## config.mk

```make
export PLATFORM = sky130hd
export DESIGN_NAME = two_class_priority_insertion_sort_top
export DESIGN_NICKNAME = d
export VERILOG_FILES = /design/src/design/tps_pkg.sv /design/src/design/tps_store.sv /design/src/design/tps_ctrl.sv /design/src/design/two_class_priority_insertion_sort_top.sv
export SDC_FILE = /design/constraint.sdc
export NUM_CORES = 1
export LEC_CHECK = 0
export BUFFER_PORTS_ARGS = -buffer_cell sky130_fd_sc_hd__buf_2
export CORE_MARGIN = 2
export CORE_UTILIZATION = 50
export DETAILED_ROUTE_END_ITERATION = 16
export PLACE_DENSITY = 0.65
export RECOVER_POWER = 50
export SYNTH_ARGS = -nofsm -noshare
export SYNTH_HDL_FRONTEND = slang
export SYNTH_HIERARCHICAL = 1
export SYNTH_SLANG_ARGS = --single-unit
```

## constraint.sdc

```tcl
create_clock -name clk_i -period 7.7 [get_ports clk_i]
set_input_delay 0 -clock clk_i [delete_from_list [all_inputs] [get_ports clk_i]]
set_output_delay 0 -clock clk_i [all_outputs]
set_load 0.01 [all_outputs]
```

## src/design/tps_pkg.sv

```systemverilog
`default_nettype none

package tps_pkg;

  localparam int unsigned MAX_TASKS_DEF = 32;

  localparam int unsigned PRIO_W     = 11;
  localparam int unsigned KEY_W      = 10;
  localparam int unsigned SYS_LIM_W  = 9;
  localparam int unsigned USR_LIM_W  = 10;
  localparam int unsigned CFG_DATA_W = 10;
  localparam int unsigned CFG_IDX_W  = 1;
  localparam int unsigned TASK_IDX_W = 5;

  localparam logic [SYS_LIM_W-1:0] SYS_LIM_RST = 9'd50;
  localparam logic [USR_LIM_W-1:0] USR_LIM_RST = 10'd255;

  localparam logic LIST_SYS  = 1'b0;
  localparam logic LIST_USER = 1'b1;

  typedef enum logic [CFG_IDX_W-1:0] {
    REG_SYSTEM_LIMIT = 1'b0,
    REG_USER_LIMIT   = 1'b1
  } tps_reg_e;

  typedef enum logic [2:0] {
    ST_IDLE,
    ST_SHIFT,
    ST_OUT_RD,
    ST_OUT_LD,
    ST_OUT_HOLD
  } tps_state_e;

  // Port controls of the list memory.
  typedef struct packed {
    logic we;
    logic re;
  } tps_mem_ctl_t;

  // Which list a task goes to; neither bit set means the task is dropped.
  typedef struct packed {
    logic to_sys;
    logic to_user;
  } tps_class_t;

endpackage

`default_nettype wire

```

## src/design/tps_store.sv

```systemverilog
`default_nettype none

module tps_store #(
  parameter int unsigned AW = 6,
  parameter int unsigned DW = 15
) (
  input  logic                    clk_i,
  input  tps_pkg::tps_mem_ctl_t   ctl_i,
  input  logic [AW-1:0]           waddr_i,
  input  logic [DW-1:0]           wdata_i,
  input  logic [AW-1:0]           raddr_i,
  output logic [DW-1:0]           rdata_o
);

  localparam int unsigned DEPTH = 2 ** AW;

  logic [DW-1:0] mem [DEPTH];
  logic [DW-1:0] rdata_q;

  always_ff @(posedge clk_i) begin
    if (ctl_i.we) begin
      mem[waddr_i] <= wdata_i;
    end
  end

  always_ff @(posedge clk_i) begin
    if (ctl_i.re) begin
      rdata_q <= mem[raddr_i];
    end
  end

  assign rdata_o = rdata_q;

endmodule

`default_nettype wire

```

## src/design/tps_ctrl.sv

```systemverilog
`default_nettype none

module tps_ctrl #(
  parameter int unsigned MAX_TASKS = tps_pkg::MAX_TASKS_DEF
) (
  input  logic                            clk_i,
  input  logic                            rst_ni,
  input  logic                            in_valid_i,
  output logic                            in_ready_o,
  input  logic [tps_pkg::KEY_W-1:0]       key_i,
  input  tps_pkg::tps_class_t             cls_i,
  input  logic                            batch_end_i,
  output logic                            out_valid_o,
  input  logic                            out_ready_i,
  output logic [tps_pkg::TASK_IDX_W-1:0]  task_index_o,
  output logic                            list_select_o,
  output logic                            end_marker_o,
  output logic                            overflow_o,
  output logic                            last_o,
  output tps_pkg::tps_mem_ctl_t           mem_ctl_o,
  output logic [$clog2(MAX_TASKS):0]      mem_waddr_o,
  output logic [tps_pkg::KEY_W+$clog2(MAX_TASKS)-1:0] mem_wdata_o,
  output logic [$clog2(MAX_TASKS):0]      mem_raddr_o,
  input  logic [tps_pkg::KEY_W+$clog2(MAX_TASKS)-1:0] mem_rdata_i
);

  localparam int unsigned PW = $clog2(MAX_TASKS);
  localparam int unsigned CW = $clog2(MAX_TASKS + 1);

  tps_pkg::tps_state_e state_q, state_d;

  logic [CW-1:0] arrival_q, arrival_d;
  logic [CW-1:0] sys_cnt_q, sys_cnt_d;
  logic [CW-1:0] usr_cnt_q, usr_cnt_d;
  logic          ovf_q, ovf_d;
  logic          lst_q, lst_d;
  logic [PW-1:0] pos_q, pos_d;
  logic          be_q, be_d;
  logic          out_list_q, out_list_d;
  logic [CW-1:0] out_i_q, out_i_d;
  logic          out_end_q, out_end_d;
  logic          out_last_q, out_last_d;

  logic [tps_pkg::KEY_W-1:0]      key_q, key_d;
  logic [PW-1:0]                  arr_q, arr_d;
  logic [tps_pkg::TASK_IDX_W-1:0] out_idx_q, out_idx_d;

  logic [tps_pkg::KEY_W-1:0] rd_key;
  logic [PW-1:0]             rd_idx;
  logic [CW-1:0]             in_cnt;
  logic [CW-1:0]             out_cnt;

  assign rd_key  = mem_rdata_i[tps_pkg::KEY_W+PW-1:PW];
  assign rd_idx  = mem_rdata_i[PW-1:0];
  assign in_cnt  = cls_i.to_user ? usr_cnt_q : sys_cnt_q;
  assign out_cnt = (out_list_q == tps_pkg::LIST_USER) ? usr_cnt_q : sys_cnt_q;

  always_ff @(posedge clk_i or negedge rst_ni) begin
    if (!rst_ni) begin
      state_q    <= tps_pkg::ST_IDLE;
      arrival_q  <= '0;
      sys_cnt_q  <= '0;
      usr_cnt_q  <= '0;
      ovf_q      <= 1'b0;
      lst_q      <= tps_pkg::LIST_SYS;
      pos_q      <= '0;
      be_q       <= 1'b0;
      out_list_q <= tps_pkg::LIST_SYS;
      out_i_q    <= '0;
      out_end_q  <= 1'b0;
      out_last_q <= 1'b0;
    end else begin
      state_q    <= state_d;
      arrival_q  <= arrival_d;
      sys_cnt_q  <= sys_cnt_d;
      usr_cnt_q  <= usr_cnt_d;
      ovf_q      <= ovf_d;
      lst_q      <= lst_d;
      pos_q      <= pos_d;
      be_q       <= be_d;
      out_list_q <= out_list_d;
      out_i_q    <= out_i_d;
      out_end_q  <= out_end_d;
      out_last_q <= out_last_d;
    end
  end

  always_ff @(posedge clk_i) begin
    key_q     <= key_d;
    arr_q     <= arr_d;
    out_idx_q <= out_idx_d;
  end

  always_comb begin
    state_d    = state_q;
    arrival_d  = arrival_q;
    sys_cnt_d  = sys_cnt_q;
    usr_cnt_d  = usr_cnt_q;
    ovf_d      = ovf_q;
    lst_d      = lst_q;
    pos_d      = pos_q;
    be_d       = be_q;
    out_list_d = out_list_q;
    out_i_d    = out_i_q;
    out_end_d  = out_end_q;
    out_last_d = out_last_q;
    key_d      = key_q;
    arr_d      = arr_q;
    out_idx_d  = out_idx_q;

    mem_ctl_o   = '0;
    mem_waddr_o = '0;
    mem_wdata_o = '0;
    mem_raddr_o = '0;

    in_ready_o  = (state_q == tps_pkg::ST_IDLE);
    out_valid_o = (state_q == tps_pkg::ST_OUT_HOLD);

    case (state_q)
      tps_pkg::ST_IDLE: begin
        if (in_valid_i) begin
          if (arrival_q == CW'(MAX_TASKS)) begin
            ovf_d   = 1'b1;
            state_d = batch_end_i ? tps_pkg::ST_OUT_RD : tps_pkg::ST_IDLE;
          end else begin
            arrival_d = arrival_q + 1'b1;
            if (cls_i.to_sys || cls_i.to_user) begin
              key_d = key_i;
              arr_d = arrival_q[PW-1:0];
              lst_d = cls_i.to_user;
              be_d  = batch_end_i;
              pos_d = PW'(in_cnt);
              // Fetch the current tail so the first compare can start next cycle.
              mem_ctl_o.re = (in_cnt != '0);
              mem_raddr_o  = {cls_i.to_user, PW'(in_cnt - 1'b1)};
              state_d      = tps_pkg::ST_SHIFT;
            end else begin
              state_d = batch_end_i ? tps_pkg::ST_OUT_RD : tps_pkg::ST_IDLE;
            end
          end
        end
      end

      tps_pkg::ST_SHIFT: begin
        mem_ctl_o.we = 1'b1;
        mem_waddr_o  = {lst_q, pos_q};
        if ((pos_q != '0) && (key_q < rd_key)) begin
          // Move the larger entry up one slot and prefetch the one below it.
          mem_wdata_o  = mem_rdata_i;
          pos_d        = pos_q - 1'b1;
          mem_ctl_o.re = (pos_q != PW'(1));
          mem_raddr_o  = {lst_q, PW'(pos_q - PW'(2))};
        end else begin
          mem_wdata_o = {key_q, arr_q};
          if (lst_q == tps_pkg::LIST_USER) begin
            usr_cnt_d = usr_cnt_q + 1'b1;
          end else begin
            sys_cnt_d = sys_cnt_q + 1'b1;
          end
          state_d = be_q ? tps_pkg::ST_OUT_RD : tps_pkg::ST_IDLE;
        end
      end

      tps_pkg::ST_OUT_RD: begin
        if (out_i_q < out_cnt) begin
          mem_ctl_o.re = 1'b1;
          mem_raddr_o  = {out_list_q, PW'(out_i_q)};
          state_d      = tps_pkg::ST_OUT_LD;
        end else begin
          out_idx_d  = '0;
          out_end_d  = 1'b1;
          out_last_d = (out_list_q == tps_pkg::LIST_USER);
          state_d    = tps_pkg::ST_OUT_HOLD;
        end
      end

      tps_pkg::ST_OUT_LD: begin
        out_idx_d  = tps_pkg::TASK_IDX_W'(rd_idx);
        out_end_d  = 1'b0;
        out_last_d = 1'b0;
        state_d    = tps_pkg::ST_OUT_HOLD;
      end

      tps_pkg::ST_OUT_HOLD: begin
        if (out_ready_i) begin
          if (out_end_q) begin
            if (out_list_q == tps_pkg::LIST_USER) begin
              sys_cnt_d  = '0;
              usr_cnt_d  = '0;
              arrival_d  = '0;
              ovf_d      = 1'b0;
              out_list_d = tps_pkg::LIST_SYS;
              out_i_d    = '0;
              state_d    = tps_pkg::ST_IDLE;
            end else begin
              out_list_d = tps_pkg::LIST_USER;
              out_i_d    = '0;
              state_d    = tps_pkg::ST_OUT_RD;
            end
          end else begin
            out_i_d = out_i_q + 1'b1;
            state_d = tps_pkg::ST_OUT_RD;
          end
        end
      end

      default: begin
        state_d = tps_pkg::ST_IDLE;
      end
    endcase
  end

  assign task_index_o  = out_idx_q;
  assign list_select_o = out_list_q;
  assign end_marker_o  = out_end_q;
  assign overflow_o    = ovf_q;
  assign last_o        = out_last_q;

endmodule

`default_nettype wire

```

## src/design/two_class_priority_insertion_sort_top.sv

```systemverilog
// Insertion: a transaction is taken in ST_IDLE; a dropped one needs no more, while a listed
//   one walks ST_SHIFT, moving each larger entry up one slot, and ends with the final write.
// Readout: after the batch-end transaction, each list entry passes the read, load and show
//   states and each end marker the select and show states; show holds while out_ready_i is low.
// Reset restores the limits to 50 and 255 and clears the counts and the overflow flag; the
//   list memory keeps stale contents, never read because the counts bound every access.
`default_nettype none

module two_class_priority_insertion_sort_top #(
  parameter int unsigned MAX_TASKS = tps_pkg::MAX_TASKS_DEF
) (
  input  logic                                 clk_i,
  input  logic                                 rst_ni,
  // Configuration write port
  input  logic                                 cfg_we_i,
  input  logic [tps_pkg::CFG_IDX_W-1:0]        cfg_idx_i,
  input  logic [tps_pkg::CFG_DATA_W-1:0]       cfg_data_i,
  // Task input channel
  input  logic                                 in_valid_i,
  output logic                                 in_ready_o,
  input  logic signed [tps_pkg::PRIO_W-1:0]    priority_req_i,
  input  logic                                 batch_end_i,
  // Sorted result channel
  output logic                                 out_valid_o,
  input  logic                                 out_ready_i,
  output logic [tps_pkg::TASK_IDX_W-1:0]       task_index_o,
  output logic                                 list_select_o,
  output logic                                 end_marker_o,
  output logic                                 overflow_o,
  output logic                                 last_o
);

  // One memory holds both lists: the top address bit picks the list and the
  // remaining bits are the position inside it. Each entry is {key, arrival}.
  localparam int unsigned PW = $clog2(MAX_TASKS);
  localparam int unsigned AW = PW + 1;
  localparam int unsigned DW = tps_pkg::KEY_W + PW;

  logic [tps_pkg::SYS_LIM_W-1:0] sys_lim_q;
  logic [tps_pkg::USR_LIM_W-1:0] usr_lim_q;

  // Limit registers. Writes must arrive only while the block is idle, which the block itself
  // does not enforce; then the classification below never sees a limit change mid-task.
  always_ff @(posedge clk_i or negedge rst_ni) begin
    if (!rst_ni) begin
      sys_lim_q <= tps_pkg::SYS_LIM_RST;
      usr_lim_q <= tps_pkg::USR_LIM_RST;
    end else if (cfg_we_i) begin
      case (tps_pkg::tps_reg_e'(cfg_idx_i))
        tps_pkg::REG_SYSTEM_LIMIT: sys_lim_q <= cfg_data_i[tps_pkg::SYS_LIM_W-1:0];
        tps_pkg::REG_USER_LIMIT:   usr_lim_q <= cfg_data_i[tps_pkg::USR_LIM_W-1:0];
        default: begin
        end
      endcase
    end
  end

  // A negative priority belongs to neither list. For a non-negative one the
  // low ten bits are the value itself and serve as the unsigned sort key.
  logic                      prio_nonneg;
  logic [tps_pkg::KEY_W-1:0] prio_mag;
  logic [tps_pkg::KEY_W-1:0] sys_lim_ext;
  tps_pkg::tps_class_t       cls;

  assign prio_nonneg  = ~priority_req_i[tps_pkg::PRIO_W-1];
  assign prio_mag     = priority_req_i[tps_pkg::KEY_W-1:0];
  assign sys_lim_ext  = tps_pkg::KEY_W'(sys_lim_q);
  assign cls.to_sys   = prio_nonneg && (prio_mag < sys_lim_ext);
  // With crossed limits this term is never true, so the user list stays empty.
  assign cls.to_user  = prio_nonneg && (prio_mag >= sys_lim_ext) && (prio_mag <= usr_lim_q);

  tps_pkg::tps_mem_ctl_t mem_ctl;
  logic [AW-1:0]         mem_waddr;
  logic [DW-1:0]         mem_wdata;
  logic [AW-1:0]         mem_raddr;
  logic [DW-1:0]         mem_rdata;

  // The sequencer runs the stable insertion as a read-compare-write walk down
  // the list, prefetching the next lower entry while it writes the current
  // one, and then streams both lists with their end markers.
  tps_ctrl #(
    .MAX_TASKS(MAX_TASKS)
  ) u_ctrl (
    .clk_i        (clk_i),
    .rst_ni       (rst_ni),
    .in_valid_i   (in_valid_i),
    .in_ready_o   (in_ready_o),
    .key_i        (prio_mag),
    .cls_i        (cls),
    .batch_end_i  (batch_end_i),
    .out_valid_o  (out_valid_o),
    .out_ready_i  (out_ready_i),
    .task_index_o (task_index_o),
    .list_select_o(list_select_o),
    .end_marker_o (end_marker_o),
    .overflow_o   (overflow_o),
    .last_o       (last_o),
    .mem_ctl_o    (mem_ctl),
    .mem_waddr_o  (mem_waddr),
    .mem_wdata_o  (mem_wdata),
    .mem_raddr_o  (mem_raddr),
    .mem_rdata_i  (mem_rdata)
  );

  // Simple dual-port list memory with a registered read port. During a shift
  // the write goes two slots above the one being read, so they never collide.
  tps_store #(
    .AW(AW),
    .DW(DW)
  ) u_store (
    .clk_i  (clk_i),
    .ctl_i  (mem_ctl),
    .waddr_i(mem_waddr),
    .wdata_i(mem_wdata),
    .raddr_i(mem_raddr),
    .rdata_o(mem_rdata)
  );

endmodule

`default_nettype wire

```

==> results of run 1 <==
==> worst register-to-register path: stages (launching register included) <==
cell and delay [ns]:
dfstp_1 0.53, inv_1 0.05, ha_1 0.28, a21o_1 0.19, a311o_1 0.35, a221oi_1 0.22
o221a_1 0.57, mux2i_1 0.41, ha_1 0.26, nand2_1 0.08, xor2_1 0.14, a22oi_1 0.27
o21ai_4 0.13, nand2b_1 1.00, buf_4 0.36, or2_2 0.15, o22ai_1 0.08, or4_1 0.54
o21ai_1 0.39
==> flip-flops by register name (all words and copies together) (netlist names) <==
name	count
u_ctrl/lst_q	1
u_ctrl/list_select_o	1
u_ctrl/end_marker_o	1
u_ctrl/sys_cnt_q	6
u_ctrl/arrival_q	6
u_ctrl/last_o	1
u_ctrl/out_i_q	6
u_ctrl/pos_q	5
u_ctrl/arr_q	5
u_ctrl/usr_cnt_q	6
u_store/mem	960
u_ctrl/be_q	1
u_ctrl/key_q	10
u_ctrl/task_index_o	5
u_ctrl/overflow_o	1
u_ctrl/state_q	3
usr_lim_q	10
u_store/rdata_o	15
sys_lim_q	9
==> final cells by class <==
class / count / area, um^2
timing repair buffer: 164 / 1110
clock buffer: 124 / 2740
sequential: 1052 / 31300
clock inverter: 69 / 666
fill: 6265 / 35900
tap: 1134 / 1420
multi-input combinational: 997 / 10500
inverter: 45 / 169
==> report_power, final <==
part | internal, W | switching (W) | total [W]
Combinational | 0.00204 | 0.00367 | 0.00572
Sequential | 0.00718 | 0.000218 | 0.00740
Clock | 0.00291 | 0.00214 | 0.00505
==> worst max path at each step <==
stage,startpoint,end,slack [ns],cells past startpoint
global placement,usr_lim_q[7],u_store/rdata_o[8],1.61,18
CTS,usr_lim_q[7],u_store/rdata_o[10],1.56,18
detailed placement,usr_lim_q[7],u_store/rdata_o[10],1.54,18
global route,usr_lim_q[7],u_store/rdata_o[9],1.24,18
floorplan,usr_lim_q[7],u_store/rdata_o[2],3.17,18
finish,usr_lim_q[7],u_store/rdata_o[10],1.46,18
==> through the flow <==
stage	worst slack [ns]	power [W]	hold slack [ns]	area, um^2	utilization (%)
2_1_floorplan	3.17	0.0112	-0.296	42500	-
3_3_place_gp	1.61	0.0131	0.190	44500	53.0
3_5_place_dp	1.54	0.0132	0.206	44500	53.0
4_1_cts	1.56	0.0183	0.0192	48300	57.6
5_1_grt	1.24	0.0188	0.107	47900	57.2
6_report	1.46	0.0182	0.0726	47900	57.2
==> Yosys cell counts (24+ instances only) <==
cell        n  area (um^2)
a211oi_1   26          195
a21oi_1    52          260
buf_2      47          235
clkbuf_1   30          113
dfrtp_1    46         1150
edfxtp_1  995        29900
ha_1       44          551
inv_1      43          161
mux2i_1    67          671
mux4_2    227         5110
nand2_1    91          342
nand3_1    41          205
nor2_1    117          439
o21ai_0    46          230
o22ai_1    24          150
==> kinds of logic after synthesis <==
logic type | share of synthesized area, %
flip-flops | 73.7
AND/OR/NAND/NOR | 4.20
multiplexers | 14.6
AO/OA/AOI/OAI | 4.03
buffers and inverters | 2.05
adder cells (fa/ha/maj) | 1.30
XOR/XNOR | 0.124
==> per-layer routing <==
layer  global-route usage [%]  part of all wire (%)
met1                     35.4                    42
met2                     37.1                    47
met3                     3.58                   8.5
met4                     6.97                   2.4
met5                        0                     0
==> Flow_metrics.wiki, run 1 <==
{| class="wikitable"
! Metric !! Value
|-
| CTS Hold Buffers Added || 42
|-
| Synth async-reset ratio || 5.42%
|-
| Non-Filler Instances || 3585
|-
| Detailed-routing iteration count for the pre-antenna-repair pass || 7
|-
| Drt wl/cell || 28.6 um
|-
| Register-to-Register Setup Slack || 1.46 ns
|-
| Endpoint kind of the worst setup timing path || flip-flop
|-
| Hold path depth || 4
|-
| Starting density of the core || 50.7%
|-
| Synth Warn # || 6
|-
| Max Clk Rate || 0.160 GHz
|-
| Minimum period implied by the final worst setup slack || 6.24 ns
|-
| CTS Buf Count || 106
|-
| Width of the die || 295 um
|-
| Remaining routing DRC violations || 0
|-
| Setup crit start kind || flip-flop
|-
| Final Hold Viols || 0
|-
| Number of flops mapped to enable cells by yosys || 995
|-
| Worst hold-check path type || in2reg
|-
| Placement Rows || 106
|-
| Hold path startpoint || priority_req_i[10]
|-
| Arr. time, crit path || 6.67 ns
|-
| Buffers inserted by post-CTS timing repair || 0
|-
| Net Count, Synth || 2280
|-
| Leakage power summed over all cells || 15.3 nW
|-
| Post-Synthesis Cell Area || 0.0425 mm^2
|-
| Number of DRC markers in iteration 0 || 2713
|-
| Worst-case headroom to the max-slew limit || -118%
|-
| CTS Buffer Depth || 3
|-
| Leading cell type in the layout, fill and taps excluded || edfxtp_1
|-
| Global-route congestion overflow total || 0
|-
| Average size of a mapped cell || 19.2 um^2
|-
| Clock slew at the register clock pins of the worst setup and hold paths || 0.06 ns
|-
| Clock tree root driver cell || clkbuf_16
|-
| Transition at the pin with the smallest max-transition slack || 3.27 ns
|-
| Slowest library cell on the worst path || nand2b_1
|-
| Top Family by Delay on Critical Path || compound AO/OA/AOI/OAI gates
|-
| Initial antenna violation count || 2
|-
| Setup repair after global routing missed its margin || no
|-
| Final RePlAce weighted congestion || 0.882
|-
| Net count of the finished layout || 2438
|-
| Required time reported for the critical path endpoint || 8.13 ns
|-
| Run status || complete, but fails checks
|-
| Count of distinct cell types in the synthesized netlist || 73
|-
| Worst min-delay path endpoint || u_ctrl/lst_q
|-
| Via count of the first global-routing pass || 21900
|-
| Peak supply drop || 241 uV
|-
| Antenna Nets Post-Route || 0
|-
| Dominant register cell in the synthesized netlist || edfxtp_1
|-
| Sequential fraction of the synthesis area || 73.7%
|-
| Layout Area Growth over Synthesis || 12.8%
|-
| Std-Cell Core Area || 0.0838 mm^2
|-
| WL final || 103000 um
|-
| Cell count after placement || 3350
|-
| MaxCap Viol Count || 9
|-
| Total negative slack for setup checks || 0 ns
|-
| Detail-routed via count per cell || 6.17
|-
| Endpoint of the most critical register-to-register path || u_store/rdata_o[10]
|-
| Die Span Y || 295 um
|-
| Post-cts sizing count || 0
|-
| Global routing usage summed across all routing layers || 23.8%
|-
| Port Buffers || 38
|-
| Clk_skew || 0.0269 ns
|-
| Worst flop-to-flop path startpoint || usr_lim_q[7]
|-
| Half-perimeter wire length of the detailed placement result || 61300 um
|-
| Cell repeated most along the worst path || ha_1
|-
| H-tree lvl count || 3
|-
| Clk_lat worst skew || 0.67 ns
|-
| First-pass GRT wire length || 150000 um
|-
| Ratio of total power to cell area || 379 mW/mm^2
|-
| Number of flip-flops and latches in the synthesized netlist || 1052
|-
| Number of cell instances on the worst register-to-register path || 18
|-
| Worst path bufs/invs || 2
|-
| Top fanout value on the critical path || 23
|-
| Antenna Cells || 0
|-
| Die area || 0.0873 mm^2
|-
| Vias after detailed routing || 22100
|-
| Final setup vio count || 0
|-
| Pin count of the biggest net entering global routing || 65
|-
| Critical path cell sequence || inv_1 > ha_1 > a21o_1 > a311o_1 > a221oi_1 > o221a_1 > mux2i_1 > ha_1 > nand2_1 > xor2_1 > a22oi_1 > o21ai_4 > nand2b_1 > buf_4 > or2_2 > o22ai_1 > or4_1 > o21ai_1
|-
| Critical Path Max Stage Delay || 1.00 ns
|-
| Leading cell types in the layout, fill and taps excluded || edfxtp_1, mux4_2, nor2_1, clkbuf_16, nand2_1
|-
| TritonCTS clock tree || built
|-
| Crit path kind || reg2reg
|-
| Max-slew violation count || 407
|-
| Count of boundary I/O pins || 39
|-
| Clock sink count || 1052
|-
| Failing checks || max-capacitance violations, max-slew violations
|-
| Period utilisation layout || 81.0%
|-
| Post-synthesis instance total || 2208
|-
| Share of final-layout standard cells stronger than drive strength 1 || 20.2%
|}
Note: power is estimated with default switching activity, not from simulation.
==> run 2, diff against run 1 <==
==> constraint.sdc (replaced) <==
create_clock -name clk_i -period 6.45 [get_ports clk_i]
set_input_delay 0 -clock clk_i [delete_from_list [all_inputs] [get_ports clk_i]]
set_output_delay 0 -clock clk_i [all_outputs]
set_load 0.01 [all_outputs]
==> run 2 against run 1 <==
Against the previous run:
- register-to-register slack worse by 0.76 ns
- highest routed layer unchanged
- worst hold slack better by 0.043 ns
- global-route usage hardly changed
- clock power is 19% higher
- setup slack worse by 0.76 ns
- the flow still finishes with violations (max-capacitance violations, max-slew violations)
- routed wire length is 1.0% lower
- sequential power is 20% higher
- critical path depth is 10 lower
- fmax is 8.6% higher
- power is 19% higher
==> Flow_metrics.wiki, run 2 (synthesis results as in run 1) <==
{| class="wikitable"
! Metric !! Value
|-
| Pin count of the biggest net entering global routing || 78 (was 65)
|-
| Minimum period implied by the final worst setup slack || 5.75 ns (was 6.24 ns)
|-
| Period utilisation layout || 89.1% (was 81.0%)
|-
| Max-slew violation count || 397 (was 407)
|-
| Buffers inserted by post-CTS timing repair || 0 (unchanged)
|-
| Global-route congestion overflow total || 0 (unchanged)
|-
| Required time reported for the critical path endpoint || 6.72 ns (was 8.13 ns)
|-
| Clock sink count || 1052 (unchanged)
|-
| CTS Buf Count || 106 (unchanged)
|-
| Final Hold Viols || 0 (unchanged)
|-
| Initial antenna violation count || 0 (was 2)
|-
| Post-cts sizing count || 0 (unchanged)
|-
| Detailed-routing iteration count for the pre-antenna-repair pass || 5 (was 7)
|-
| Clock slew at the register clock pins of the worst setup and hold paths || 0.06 ns (about the same)
|-
| Starting density of the core || 50.7% (unchanged)
|-
| Antenna Cells || 0 (unchanged)
|-
| Arr. time, crit path || 6.02 ns (was 6.67 ns)
|-
| Ratio of total power to cell area || 450 mW/mm^2 (was 379 mW/mm^2)
|-
| Failing checks || max-capacitance violations, max-slew violations (unchanged)
|-
| Remaining routing DRC violations || 0 (unchanged)
|-
| Peak supply drop || 317 uV (was 241 uV)
|-
| Leading cell type in the layout, fill and taps excluded || edfxtp_1 (unchanged)
|-
| Crit path kind || reg2reg (unchanged)
|-
| Total negative slack for setup checks || 0 ns (unchanged)
|-
| Die area || 0.0873 mm^2 (unchanged)
|-
| Leakage power summed over all cells || 15.3 nW (about the same)
|-
| Via count of the first global-routing pass || 22100 (was 21900)
|-
| Cell area reported after detailed placement || 0.0446 mm^2 (was 0.0445 mm^2)
|-
| Share of final-layout standard cells stronger than drive strength 1 || 20.7% (was 20.2%)
|-
| Setup crit start kind || flip-flop (unchanged)
|-
| Half-perimeter wire length of the detailed placement result || 62800 um (was 61300 um)
|-
| Final design utilization || 57.3% (was 57.2%)
|-
| Layout Area Growth over Synthesis || 13.1% (was 12.8%)
|-
| Number of DRC markers in iteration 0 || 2414 (was 2713)
|-
| Run status || complete, but fails checks (unchanged)
|-
| Worst hold-check path type || in2reg (unchanged)
|-
| Die Span Y || 295 um (unchanged)
|-
| Detail-routed via count per cell || 6.15 (was 6.17)
|-
| Final setup vio count || 0 (unchanged)
|-
| Antenna Nets Post-Route || 0 (unchanged)
|-
| Worst hold margin || 0.116 ns (was 0.0726 ns)
|-
| Setup repair after global routing missed its margin || no (unchanged)
|-
| Std-Cell Core Area || 0.0838 mm^2 (unchanged)
|-
| Net count of the finished layout || 2455 (was 2438)
|-
| Global routing usage summed across all routing layers || 23.8% (about the same)
|-
| Top fanout value on the critical path || 24 (was 23)
|-
| MaxCap Viol Count || 8 (was 9)
|-
| Register containing the most flip-flops in the final layout || u_store/mem (unchanged)
|-
| Port Buffers || 38 (unchanged)
|-
| TritonCTS clock tree || built (unchanged)
|-
| Vias after detailed routing || 22200 (was 22100)
|-
| Width of the die || 295 um (unchanged)
|-
| Finished layout cell area || 0.0481 mm^2 (was 0.0479 mm^2)
|-
| Drt wl/cell || 28.2 um (was 28.6 um)
|-
| Final RePlAce weighted congestion || 0.908 (was 0.882)
|-
| Clock tree root driver cell || clkbuf_16 (unchanged)
|-
| WL final || 102000 um (was 103000 um)
|-
| Clk_skew || 0.0330 ns (was 0.0269 ns)
|-
| Leading cell types in the layout, fill and taps excluded || edfxtp_1, mux4_2, clkbuf_16, nor2_1, clkbuf_1 (was edfxtp_1, mux4_2, nor2_1, clkbuf_16, nand2_1)
|-
| Transition at the pin with the smallest max-transition slack || 3.28 ns (was 3.27 ns)
|-
| Max Clk Rate || 0.174 GHz (was 0.160 GHz)
|-
| CTS Buffer Depth || 3 (unchanged)
|-
| Endpoint kind of the worst setup timing path || flip-flop (unchanged)
|-
| Count of boundary I/O pins || 39 (unchanged)
|-
| Worst-case headroom to the max-slew limit || -118% (about the same)
|-
| Placement Rows || 106 (unchanged)
|-
| CTS Hold Buffers Added || 41 (was 42)
|-
| Clk_lat worst skew || 0.67 ns (about the same)
|-
| First-pass GRT wire length || 150000 um (about the same)
|-
| Max FFs per register || 960 (unchanged)
|-
| H-tree lvl count || 3 (unchanged)
|}
run 2: changes by cell type in the layout (fill, tap and decap cells not counted), moves of 3 or more:
cell	change
nor3_1	+4
clkbuf_8	+3
clkbuf_1	+3
buf_4	+17
clkinvlp_4	-3
nor3_4	-4
run 2: cell type report:
class | instances | area (um^2)
Clock buffer | 131 | 2820
Clock inverter | 66 | 623
Fill cell | 6290 | 35800
Inverter | 45 | 169
Multi-Input combinational cell | 997 | 10500
Sequential cell | 1052 | 31300
Tap cell | 1134 | 1420
Timing Repair Buffer | 181 | 1230
run 2: power by group:
part           internal, W  switching (W)
registers          0.00858       0.000280
clock network      0.00350        0.00253
logic              0.00248        0.00428
total               0.0146        0.00709
run 2: final timing paths:
kind	slack, ns	end	startpoint	cells past startpoint
min reg2reg	0.50	usr_lim_q[8]	usr_lim_q[8]	1
max	0.70	u_store/mem[29][0]	u_ctrl/state_q[2]	8
max in group asynchronous	3.54	u_ctrl/pos_q[1]	rst_ni	3
min in group asynchronous	1.07	usr_lim_q[9]	rst_ni	3
min	0.12	usr_lim_q[3]	cfg_data_i[3]	3
max reg2reg	0.70	u_store/mem[29][0]	u_ctrl/state_q[2]	8
run 2: stage by stage:
step | cells | worst slack (ns) | power (W)
after floorplan | 2208 | 1.92 | 0.0134
after global placement | 3368 | 1.14 | 0.0157
after detailed placement | 3368 | 1.13 | 0.0158
after CTS | 3606 | 1.13 | 0.0218
after global routing | 3606 | 0.401 | 0.0225
final | 3606 | 0.703 | 0.0216
run 2: per-layer routing:
| layer | vias to the layer above | routed length, um | track usage [%] | part of all wire [%] |
|---|---|---|---|---|
| met5 | - | 0 | 0 | 0 |
| met4 | 0 | 2910 | 7.21 | 2.9 |
| met3 | 154 | 7900 | 3.92 | 7.8 |
| met2 | 956 | 48300 | 37.3 | 48 |
| met1 | 11700 | 42400 | 34.8 | 42 |
| li1 | 9374 | - | - | - |
run 2: critical path: stages (launching register included):
cell      delay, ns
dfrtp_1        0.61
nor2_1         0.19
nand2_2        0.11
clkbuf_1       1.58
nor2_1         0.68
nor2b_1        0.51
nand3_1        0.41
nor2_1         0.22
clkbuf_1       1.03
